File: src/design/cba_pkg.sv
// Shared types and codes for the contiguous block allocator.
// No dependencies; compile first.
package cba_pkg;

  localparam logic [1:0] CMD_ALLOC = 2'd0;
  localparam logic [1:0] CMD_FREE  = 2'd1;
  localparam logic [1:0] CMD_READ  = 2'd2;

  typedef enum logic [1:0] {
    ST_DONE    = 2'd0,
    ST_NOSPACE = 2'd1,
    ST_INVALID = 2'd2
  } status_t;

  // Request classification made at accept time
  typedef enum logic [1:0] {
    K_ALLOC = 2'd0,
    K_FREE  = 2'd1,
    K_READ  = 2'd2,
    K_BAD   = 2'd3
  } kind_t;

  // Datapath operation selected by the controller each cycle
  typedef enum logic [2:0] {
    OP_NONE       = 3'd0,
    OP_CLEAR      = 3'd1,
    OP_ACCEPT     = 3'd2,
    OP_ALLOC_SCAN = 3'd3,
    OP_MARK       = 3'd4,
    OP_FREE_SCAN  = 3'd5,
    OP_READ       = 3'd6
  } op_t;

  typedef struct packed {
    op_t  op;
    logic out_load;
  } dp_cmd_t;

  typedef struct packed {
    kind_t kind;
    logic  clear_last;
    logic  alloc_hit;
    logic  alloc_miss;
    logic  mark_last;
    logic  free_end;
    logic  read_done;
  } dp_stat_t;

endpackage

File: src/design/cba_if.sv
// Request and response channel interfaces for the block allocator.
// Depends on nothing; compile after cba_pkg.
interface cba_req_if;
  logic       valid;
  logic       ready;
  logic [1:0] cmd;
  logic [5:0] request_size;
  logic [4:0] block_index;

  modport source (output valid, output cmd, output request_size, output block_index,
                  input ready);
  modport sink   (input valid, input cmd, input request_size, input block_index,
                  output ready);
endinterface

interface cba_rsp_if;
  logic       valid;
  logic       ready;
  logic [1:0] status;
  logic [4:0] first_block;
  logic [4:0] last_block;
  logic       entry_free;
  logic [4:0] entry_owner;

  modport source (output valid, output status, output first_block, output last_block,
                  output entry_free, output entry_owner, input ready);
  modport sink   (input valid, input status, input first_block, input last_block,
                  input entry_free, input entry_owner, output ready);
endinterface

File: src/design/cba_ctrl.sv
// Controller state machine for the block allocator.
// Depends on cba_pkg; drives the datapath through dp_cmd_t.
module cba_ctrl import cba_pkg::*; (
  input  logic     clk,
  input  logic     rst,
  input  logic     in_valid,
  output logic     in_ready,
  output logic     out_valid,
  input  logic     out_ready,
  output dp_cmd_t  cmd,
  input  dp_stat_t stat
);

  typedef enum logic [6:0] {
    S_CLEAR = 7'b0000001,
    S_IDLE  = 7'b0000010,
    S_ALLOC = 7'b0000100,
    S_MARK  = 7'b0001000,
    S_FREE  = 7'b0010000,
    S_READ  = 7'b0100000,
    S_RESP  = 7'b1000000
  } state_t;

  state_t state, state_next;
  logic   out_valid_next;

  always_comb begin
    state_next   = state;
    cmd.op       = OP_NONE;
    cmd.out_load = 1'b0;
    in_ready     = 1'b0;
    case (state)
      S_CLEAR: begin
        cmd.op = OP_CLEAR;
        if (stat.clear_last) state_next = S_IDLE;
      end
      S_IDLE: begin
        in_ready = 1'b1;
        if (in_valid) begin
          cmd.op = OP_ACCEPT;
          case (stat.kind)
            K_ALLOC: state_next = S_ALLOC;
            K_FREE:  state_next = S_FREE;
            K_READ:  state_next = S_READ;
            default: state_next = S_RESP;
          endcase
        end
      end
      S_ALLOC: begin
        cmd.op = OP_ALLOC_SCAN;
        if (stat.alloc_hit) state_next = S_MARK;
        else if (stat.alloc_miss) state_next = S_RESP;
      end
      S_MARK: begin
        cmd.op = OP_MARK;
        if (stat.mark_last) state_next = S_RESP;
      end
      S_FREE: begin
        cmd.op = OP_FREE_SCAN;
        if (stat.free_end) state_next = S_RESP;
      end
      S_READ: begin
        cmd.op = OP_READ;
        if (stat.read_done) state_next = S_RESP;
      end
      S_RESP: begin
        // hand the pending result to the output register once it is free
        if (!out_valid || out_ready) begin
          cmd.out_load = 1'b1;
          state_next   = S_IDLE;
        end
      end
      default: state_next = S_CLEAR;
    endcase
  end

  assign out_valid_next = cmd.out_load | (out_valid & ~out_ready);

  always_ff @(posedge clk) begin
    if (rst) begin
      state     <= S_CLEAR;
      out_valid <= 1'b0;
    end else begin
      state     <= state_next;
      out_valid <= out_valid_next;
    end
  end

endmodule

File: src/design/cba_dp.sv
// Datapath for the block allocator: block table memory, scan pointer,
// run tracking, pending result and output word register. Depends on cba_pkg.
module cba_dp import cba_pkg::*; #(
  parameter int NUM_BLOCKS = 32
) (
  input  logic       clk,
  input  logic       rst,
  input  dp_cmd_t    cmd,
  output dp_stat_t   stat,
  input  logic [1:0] req_cmd,
  input  logic [5:0] req_size,
  input  logic [4:0] req_index,
  output logic [1:0] rsp_status,
  output logic [4:0] rsp_first,
  output logic [4:0] rsp_last,
  output logic       rsp_efree,
  output logic [4:0] rsp_eowner
);

  localparam int AW = $clog2(NUM_BLOCKS);
  localparam int CW = (AW + 1 > 6) ? AW + 1 : 6;
  localparam logic [AW:0]   NB_P     = (AW + 1)'(NUM_BLOCKS);
  localparam logic [CW-1:0] NB_C     = CW'(NUM_BLOCKS);
  localparam logic [AW-1:0] LAST_IDX = AW'(NUM_BLOCKS - 1);

  typedef struct packed {
    logic          used;
    logic [AW-1:0] owner;
  } entry_t;

  entry_t mem [NUM_BLOCKS];
  entry_t rdata;
  entry_t wdata;
  logic          we;
  logic [AW-1:0] waddr;
  logic          issue;

  logic [CW-1:0] idx_ext, size_ext;
  kind_t         kind;

  logic [CW-1:0] size_r;
  logic [AW-1:0] idx_r;
  logic [AW:0]   ptr;
  logic          dv;
  logic [AW-1:0] didx;
  logic [CW-1:0] count;
  logic [AW-1:0] start;

  status_t       p_st;
  logic [AW-1:0] p_first, p_last, p_eowner;
  logic          p_efree;

  logic [CW-1:0] cnt_inc;
  logic [AW-1:0] hit_start;
  logic          own_ok;
  logic          alloc_hit, alloc_miss, free_end;
  logic [CW-1:0] pf_w, pl_w, po_w;

  // request decode
  assign idx_ext  = CW'(req_index);
  assign size_ext = CW'(req_size);

  always_comb begin
    case (req_cmd)
      CMD_ALLOC: kind = (req_size == 6'd0) ? K_BAD : K_ALLOC;
      CMD_FREE:  kind = (idx_ext < NB_C) ? K_FREE : K_BAD;
      CMD_READ:  kind = (idx_ext < NB_C) ? K_READ : K_BAD;
      default:   kind = K_BAD;
    endcase
  end

  // scan evaluation on the entry read last cycle (didx)
  assign cnt_inc   = count + CW'(1);
  assign hit_start = (count == '0) ? didx : start;
  assign own_ok    = rdata.used && (rdata.owner == idx_r);
  assign alloc_hit = (cmd.op == OP_ALLOC_SCAN) && dv && !rdata.used && (cnt_inc == size_r);
  assign alloc_miss = (cmd.op == OP_ALLOC_SCAN) && dv && !alloc_hit && (didx == LAST_IDX);
  assign free_end  = (cmd.op == OP_FREE_SCAN) && dv && (!own_ok || didx == LAST_IDX);

  assign stat.kind       = kind;
  assign stat.clear_last = (cmd.op == OP_CLEAR) && (ptr[AW-1:0] == LAST_IDX);
  assign stat.alloc_hit  = alloc_hit;
  assign stat.alloc_miss = alloc_miss;
  assign stat.mark_last  = (cmd.op == OP_MARK) && (count == CW'(1));
  assign stat.free_end   = free_end;
  assign stat.read_done  = (cmd.op == OP_READ) && dv;

  assign issue = ((cmd.op == OP_ALLOC_SCAN) || (cmd.op == OP_FREE_SCAN) ||
                  (cmd.op == OP_READ)) && (ptr < NB_P);

  always_comb begin
    we    = 1'b0;
    waddr = ptr[AW-1:0];
    wdata = '0;
    case (cmd.op)
      OP_CLEAR: we = 1'b1;
      OP_MARK: begin
        we    = 1'b1;
        wdata = '{used: 1'b1, owner: start};
      end
      OP_FREE_SCAN: begin
        if (dv && own_ok) begin
          we    = 1'b1;
          waddr = didx;
        end
      end
      default: we = 1'b0;
    endcase
  end

  // block table
  always_ff @(posedge clk) begin
    if (we) mem[waddr] <= wdata;
    if (issue) rdata <= mem[ptr[AW-1:0]];
  end

  always_ff @(posedge clk) begin
    if (rst) begin
      ptr <= '0;
      dv  <= 1'b0;
    end else begin
      dv <= issue;
      case (cmd.op)
        OP_CLEAR, OP_MARK: ptr <= ptr + (AW + 1)'(1);
        OP_ACCEPT: ptr <= (kind == K_ALLOC) ? '0 : idx_ext[AW:0];
        OP_ALLOC_SCAN, OP_FREE_SCAN, OP_READ: begin
          if (alloc_hit) ptr <= {1'b0, hit_start};
          else if (issue) ptr <= ptr + (AW + 1)'(1);
        end
        default: ptr <= ptr;
      endcase
    end
  end

  always_ff @(posedge clk) begin
    didx <= ptr[AW-1:0];
    case (cmd.op)
      OP_ACCEPT: begin
        size_r <= size_ext;
        idx_r  <= idx_ext[AW-1:0];
        count  <= '0;
        if (kind == K_BAD) begin
          p_st     <= ST_INVALID;
          p_first  <= '0;
          p_last   <= '0;
          p_efree  <= 1'b0;
          p_eowner <= '0;
        end
      end
      OP_ALLOC_SCAN: begin
        if (dv) begin
          if (!rdata.used) begin
            count <= cnt_inc;
            start <= hit_start;
          end else begin
            count <= '0;
          end
        end
        if (alloc_hit) begin
          p_st     <= ST_DONE;
          p_first  <= hit_start;
          p_last   <= didx;
          p_efree  <= 1'b0;
          p_eowner <= '0;
        end else if (alloc_miss) begin
          p_st     <= ST_NOSPACE;
          p_first  <= '0;
          p_last   <= '0;
          p_efree  <= 1'b0;
          p_eowner <= '0;
        end
      end
      OP_MARK: count <= count - CW'(1);
      OP_FREE_SCAN: begin
        if (dv && own_ok) begin
          count  <= cnt_inc;
          p_last <= didx;
        end
        if (free_end) begin
          p_efree  <= 1'b0;
          p_eowner <= '0;
          if (own_ok || count != '0) begin
            p_st    <= ST_DONE;
            p_first <= idx_r;
          end else begin
            // first entry is not a file start
            p_st    <= ST_INVALID;
            p_first <= '0;
            p_last  <= '0;
          end
        end
      end
      OP_READ: begin
        if (dv) begin
          p_st     <= ST_DONE;
          p_first  <= '0;
          p_last   <= '0;
          p_efree  <= !rdata.used;
          p_eowner <= rdata.used ? rdata.owner : '0;
        end
      end
      default: count <= count;
    endcase
  end

  // block numbers leave as 5 bits
  assign pf_w = CW'(p_first);
  assign pl_w = CW'(p_last);
  assign po_w = CW'(p_eowner);

  always_ff @(posedge clk) begin
    if (cmd.out_load) begin
      rsp_status <= p_st;
      rsp_first  <= pf_w[4:0];
      rsp_last   <= pl_w[4:0];
      rsp_efree  <= p_efree;
      rsp_eowner <= po_w[4:0];
    end
  end

endmodule

File: src/design/contiguous_block_allocator_core.sv
// Top level of the first-fit contiguous block allocator.
// Depends on cba_pkg, cba_if, cba_ctrl and cba_dp.
//
//   channel  dir  modport  word fields
//   req      in   sink     cmd, request_size, block_index
//   rsp      out  source   status, first_block, last_block, entry_free, entry_owner
//
// Allocate scans the table from block 0 with a registered read, then writes one entry
// per block marked; free walks the run from block_index and clears each entry owned by
// block_index; read fetches a single entry; an invalid request goes straight to the response.
// Reset (rst, synchronous) starts a clearing pass over the table; req.ready is low.
// A request is accepted while the previous result still waits in the output register.
module contiguous_block_allocator_core import cba_pkg::*; #(
  parameter int NUM_BLOCKS = 32
) (
  input logic    clk,
  input logic    rst,
  cba_req_if.sink   req,
  cba_rsp_if.source rsp
);

  dp_cmd_t  cmd;
  dp_stat_t stat;

  cba_ctrl u_ctrl (
    .clk       (clk),
    .rst       (rst),
    .in_valid  (req.valid),
    .in_ready  (req.ready),
    .out_valid (rsp.valid),
    .out_ready (rsp.ready),
    .cmd       (cmd),
    .stat      (stat)
  );

  cba_dp #(
    .NUM_BLOCKS (NUM_BLOCKS)
  ) u_dp (
    .clk        (clk),
    .rst        (rst),
    .cmd        (cmd),
    .stat       (stat),
    .req_cmd    (req.cmd),
    .req_size   (req.request_size),
    .req_index  (req.block_index),
    .rsp_status (rsp.status),
    .rsp_first  (rsp.first_block),
    .rsp_last   (rsp.last_block),
    .rsp_efree  (rsp.entry_free),
    .rsp_eowner (rsp.entry_owner)
  );

  // one request in flight: ready drops right after an accept
  a_one_inflight: assert property (@(posedge clk) disable iff (rst)
    (req.valid && req.ready) |=> !req.ready)
    else $error("request accepted while another is in progress");

  // result register only loaded when empty or being drained
  a_no_overwrite: assert property (@(posedge clk) disable iff (rst)
    cmd.out_load |-> (!rsp.valid || rsp.ready))
    else $error("pending result overwrote an untaken word");

  // clearing pass follows reset
  a_clear_after_reset: assert property (@(posedge clk) disable iff (rst)
    $past(rst) |-> !req.ready)
    else $error("request taken before table clear");

  a_status_code: assert property (@(posedge clk) disable iff (rst)
    rsp.valid |-> (rsp.status == ST_DONE || rsp.status == ST_NOSPACE ||
                   rsp.status == ST_INVALID))
    else $error("illegal status code");

endmodule
File: src/flat_wrapper.sv
// flat-port wrapper written by rule: the top's interface ports become plain ports
module contiguous_block_allocator_core_flat import cba_pkg::*;
#(
  parameter int NUM_BLOCKS = 32
)
  (clk, rst, req_valid, req_cmd, req_request_size, req_block_index, req_ready, rsp_valid, rsp_status, rsp_first_block, rsp_last_block, rsp_entry_free, rsp_entry_owner, rsp_ready);
  cba_req_if req_i ();
  cba_rsp_if rsp_i ();
  input logic clk;
  input logic rst;
  input wire logic [$bits(req_i.valid)-1:0] req_valid;
  input wire logic [$bits(req_i.cmd)-1:0] req_cmd;
  input wire logic [$bits(req_i.request_size)-1:0] req_request_size;
  input wire logic [$bits(req_i.block_index)-1:0] req_block_index;
  output wire logic [$bits(req_i.ready)-1:0] req_ready;
  output wire logic [$bits(rsp_i.valid)-1:0] rsp_valid;
  output wire logic [$bits(rsp_i.status)-1:0] rsp_status;
  output wire logic [$bits(rsp_i.first_block)-1:0] rsp_first_block;
  output wire logic [$bits(rsp_i.last_block)-1:0] rsp_last_block;
  output wire logic [$bits(rsp_i.entry_free)-1:0] rsp_entry_free;
  output wire logic [$bits(rsp_i.entry_owner)-1:0] rsp_entry_owner;
  input wire logic [$bits(rsp_i.ready)-1:0] rsp_ready;
  assign req_i.valid = req_valid;
  assign req_i.cmd = req_cmd;
  assign req_i.request_size = req_request_size;
  assign req_i.block_index = req_block_index;
  assign req_ready = req_i.ready;
  assign rsp_valid = rsp_i.valid;
  assign rsp_status = rsp_i.status;
  assign rsp_first_block = rsp_i.first_block;
  assign rsp_last_block = rsp_i.last_block;
  assign rsp_entry_free = rsp_i.entry_free;
  assign rsp_entry_owner = rsp_i.entry_owner;
  assign rsp_i.ready = rsp_ready;
  contiguous_block_allocator_core #(.NUM_BLOCKS(NUM_BLOCKS)) u_core (.clk(clk), .rst(rst), .req(req_i), .rsp(rsp_i));
endmodule
File: config.mk
export PLATFORM = sky130hd
export DESIGN_NAME = contiguous_block_allocator_core_flat
export DESIGN_NICKNAME = d
export VERILOG_FILES = /design/src/design/cba_pkg.sv /design/src/design/cba_if.sv /design/src/design/cba_ctrl.sv /design/src/design/cba_dp.sv /design/src/design/contiguous_block_allocator_core.sv /design/src/flat_wrapper.sv
export SDC_FILE = /design/constraint.sdc
export NUM_CORES = 1
export LEC_CHECK = 0
export BUFFER_PORTS_ARGS = -buffer_cell sky130_fd_sc_hd__buf_2
export CELL_PAD_IN_SITES_DETAIL_PLACEMENT = 0
export CELL_PAD_IN_SITES_GLOBAL_PLACEMENT = 2
export CORE_MARGIN = 2
export CORE_UTILIZATION = 42
export CTS_CLUSTER_SIZE = 40
export DETAILED_ROUTE_END_ITERATION = 8
export GPL_ROUTABILITY_DRIVEN = 0
export PLACE_DENSITY = 0.79
export SLEW_MARGIN = 20
export SYNTH_ARGS = -nofsm -noshare
export SYNTH_HDL_FRONTEND = slang
export SYNTH_SLANG_ARGS = --single-unit
export TNS_END_PERCENT = 50
File: constraint.sdc
create_clock -name clk -period 2.6 [get_ports clk]
set_clock_uncertainty 0.05 [all_clocks]
set_input_delay 0.13 -clock clk [delete_from_list [all_inputs] [get_ports clk]]
set_output_delay 0.13 -clock clk [all_outputs]
set_load 0.005 [all_outputs]
==> impl.org <==
** Synth
- For this run, the number of Yosys warnings is 0.
- Cell variety after synth :: 70
- In this run the mean area of a mapped cell was between 15 and 20 um2.
- For this run, asynchronously set or reset flops after synthesis account for 0.
- After synthesis the netlist holds a flip-flop and latch count of 276.
- Post-synth EDFFs :: 256
- Top_reg_cell synth :: edfxtp_1
- Of the synthesized area, sequential elements account for 0.700.
- The synthesized netlist occupies a cell area of 11500 um2.
- Post-synth net total :: roughly 700
- Synthesis handed over a netlist of 680 instances.

** Power
- After layout, the design draws a total of approximately 0.011 W.
- Power density over the cells :: 755 nW/um2
- The analysis attributes to cell leakage a power of 4.55 nW.
- IR analysis of the VDD net gives a maximum drop of 0.559 mV.

** Cells and area
- Compared with the post-synthesis result, the final layout area differs by 23.3%.
- Final Util :: 0.528
- Layout cell share with drive strength beyond 1 :: 0.336
- The finished layout holds 1192 standard cells, fillers aside.
- The layout has ~2100 filler cells.
- At the end of the flow, the number of nets in the layout was 853.
- The library cell used most frequently in the layout, excluding fill and tap cells, is edfxtp_1.
- 0 antenna diodes ended up in the layout.
- In the layout the commonest cells are edfxtp_1 (256), buf_4 (69), mux4_2 (60), nor2_1 (47), buf_2 (36).

** GRT
- Initial antenna violation count :: 0
- In the global route stage, overall resource usage came out at 0.185.
- Pin count of the biggest net entering global routing :: 33
- The number of global-route vias before repair came to 6741.
- After global routing the overflow that remains totals 0.
- First-pass GRT wire length :: 40600 um

** Worst hold path
- Worst hold path type :: in -> reg
- Along the worst hold path, the cell count comes to 2.

** Clocking
- Counting along the longest clock path gives a buffer depth of 3.
- Clk pin slew, worst setup/hold paths :: 0.06 ns
- Counting the buffers created by CTS gives 28.
- In this run the number of H-tree levels came out at 1.
- Buffer type at the clock tree root :: clkbuf_16
- CTS tree :: done
- Worst-Skew Late Latency :: 0.54 ns
- TritonCTS sink count :: ~280

** Drt
- Number of DRC markers after the initial detailed-route iteration :: about 500
- Dividing the detail-routed via count by the number of cells gives approximately 5.5.
- The first detailed-routing pass took 5 iterations.
- Post-route antenna net violation count :: 0
- After detailed routing, the number of remaining DRC violations is 0.
- After detailed routing, the average wire length per cell comes to about 22 um.
- The final layout contains routed wiring with a total length of roughly 26000 um.
- The final route contains between 6000 and 7000 vias.

** Worst setup path
- Measured in cells, the most critical reg-to-reg path has a length of 10.
- Startpoint types :: register
- Maximum fanout along the worst path :: 8
- The critical path is of the reg -> reg type.
- Data arrives at the worst endpoint at 2.82 ns.
- Critical path data required time :: about 2.8 ns
- Worst setup EP type :: register

** Timing
- Final Slew Violations :: 0
- Final worst path period need :: 2.58 ns
- Worst relative slew slack :: 0.566
- Worst setup margin :: 0.0195 ns
- Setup repair after global routing could not meet its margin everywhere.
- Setup Viol. Count Final :: 0
- Slew at the pin closest to its max-slew limit :: 0.645 ns
- Dividing the final minimum period by the clock period gives 0.993.
- Across all hold checks on the routed design, the worst slack comes to about 0.27 ns.
- The number of endpoints with negative hold slack in the final report came to 0.
- Derived from the worst setup path, the maximum achievable clock frequency is 388 MHz.

** Place
- During placement, the flow inserted port buffers numbering 36.
- Inst Count DP :: 1122
- OpenSTA, run right after detailed placement, puts the worst setup slack at -0.140 ns.
- Detailed placement HPWL :: 17900 um

** Die
- CORE AREA :: 27000 um2
- Die Width :: 170 um
- Vertical die dimension :: 170 um
- Initial cell density of the core :: 0.429
- Site Rows :: 60
- Die ar. :: 28800 um2
- 37 I/O pins were placed.

** Run status
- The flow ran to the end, and the final reports show no timing, DRC or antenna violations.

** Flow run
- The tool flagged a number of max-cap violations equal to 0.
[worst max-delay path: stages, from the launching register on]
cell	delay, ns
edfxtp_1	0.42
xor2_1	0.17
nor4_2	0.33
and3_1	0.25
and3_4	0.29
clkbuf_16	0.17
nor4b_1	0.05
a31oi_1	0.20
buf_4	0.17
nor2_1	0.05
buf_4	0.16
[metrics by stage]
step / setup TNS (ns) / instance area [um2]
after floorplan: 0 / 11600
after global placement: -0.148 / 12800
after detailed placement: -15.90 / 12800
after CTS: 0 / 14000
after global routing: -6.59 / 14200
final: 0 / 14200
[logic make-up (layout without fill, tap and decap cells)]
logic type	count (synthesis)	after routing	share of synthesized area
flip-flops	276	276	0.700
AND/OR/NAND/NOR	175	175	0.0802
XOR/XNOR	15	15	0.0114
multiplexers	73	73	0.129
adder cells (fa/ha/maj)	5	5	0.00542
AO/OA/AOI/OAI	86	86	0.0549
buffers and inverters	50	221	0.0190
[power by group]
group / total [W] / internal [W] / switching [W] / leakage, nW
sequential: 0.00509 / 0.00500 / 0.0000913 / 2.23
combinational: 0.00145 / 0.000704 / 0.000747 / 1.84
clock: 0.00421 / 0.00262 / 0.00159 / 0.475
total: 0.0107 / 0.00832 / 0.00243 / 4.55
[final cells by class]
class | instances | area (um2) | share of cell area
clock buffer | 33 | 741 | 0.0520
clock inverter | 17 | 235 | 0.0165
inverter | 20 | 75.1 | 0.00527
multi-input combinational | 354 | 3380 | 0.238
sequential | 276 | 8090 | 0.568
tap | 341 | 427 | 0.0300
timing repair buffer | 151 | 1280 | 0.0900
[synthesized netlist by cell type (all sizes together), types with 12 or more instances]
cell      n  area, um2
nor2     63        246
clkbuf   15       56.3
edfxtp  256       7690
nand3    12       65.1
mux4     60       1350
a21oi    16       80.1
dfxtp    20        400
and3     13       81.3
inv      20       75.1
o21ai    14       70.1
buf      15       87.6
nand2    30        113
[final timing paths]
path                            slack (ns)                   endpoint                    start
worst min-delay path                  0.27      u_core.u_dp.size_r[2]      req_request_size[2]
worst min register to register        0.37  u_core.u_dp.rsp_eowner[3]  u_core.u_dp.p_eowner[3]
worst max-delay path                  0.02     u_core.u_dp.mem[19][1]     u_core.u_dp.idx_r[0]
worst max register to register        0.02     u_core.u_dp.mem[19][1]     u_core.u_dp.idx_r[0]
[sequential cells by signal, indices dropped and copies added (netlist names)]
| register | count |
|---|---|
| u_core.u_dp.mem | 192 |
| u_core.u_ctrl.state | 7 |
| u_core.u_dp.count | 6 |
| u_core.u_dp.ptr | 6 |
| u_core.u_dp.rdata | 6 |
| u_core.u_dp.size_r | 6 |
| u_core.u_dp.didx | 5 |
| u_core.u_dp.idx_r | 5 |
| u_core.u_dp.p_eowner | 5 |
| u_core.u_dp.p_first | 5 |
| u_core.u_dp.p_last | 5 |
| u_core.u_dp.rsp_eowner | 5 |
| u_core.u_dp.rsp_first | 5 |
| u_core.u_dp.rsp_last | 5 |
| u_core.u_dp.start | 5 |
| u_core.u_dp.p_st | 2 |
| u_core.u_dp.rsp_status | 2 |
| u_core.u_ctrl.out_valid | 1 |
| u_core.u_dp.dv | 1 |
| u_core.u_dp.p_efree | 1 |
| u_core.u_dp.rsp_efree | 1 |
[timing repair]
action,CTS,global route
endpoints found under the hold margin,25,0
buffers inserted,0,2
cloned,0,1
hold buffers,18,0
gates resized for setup,3,49
setup endpoints to repair,191,201
pin swaps,0,7
[metal layers]
layer / global-route usage / wire [um] / part of all wire
met5: 0 / 0 / 0
met4: 0.0468 / 609 / 0.023
met3: 0.0312 / 1590 / 0.061
met2: 0.303 / 12500 / 0.48
met1: 0.261 / 11400 / 0.44
(Power assumes the default switching activity.)
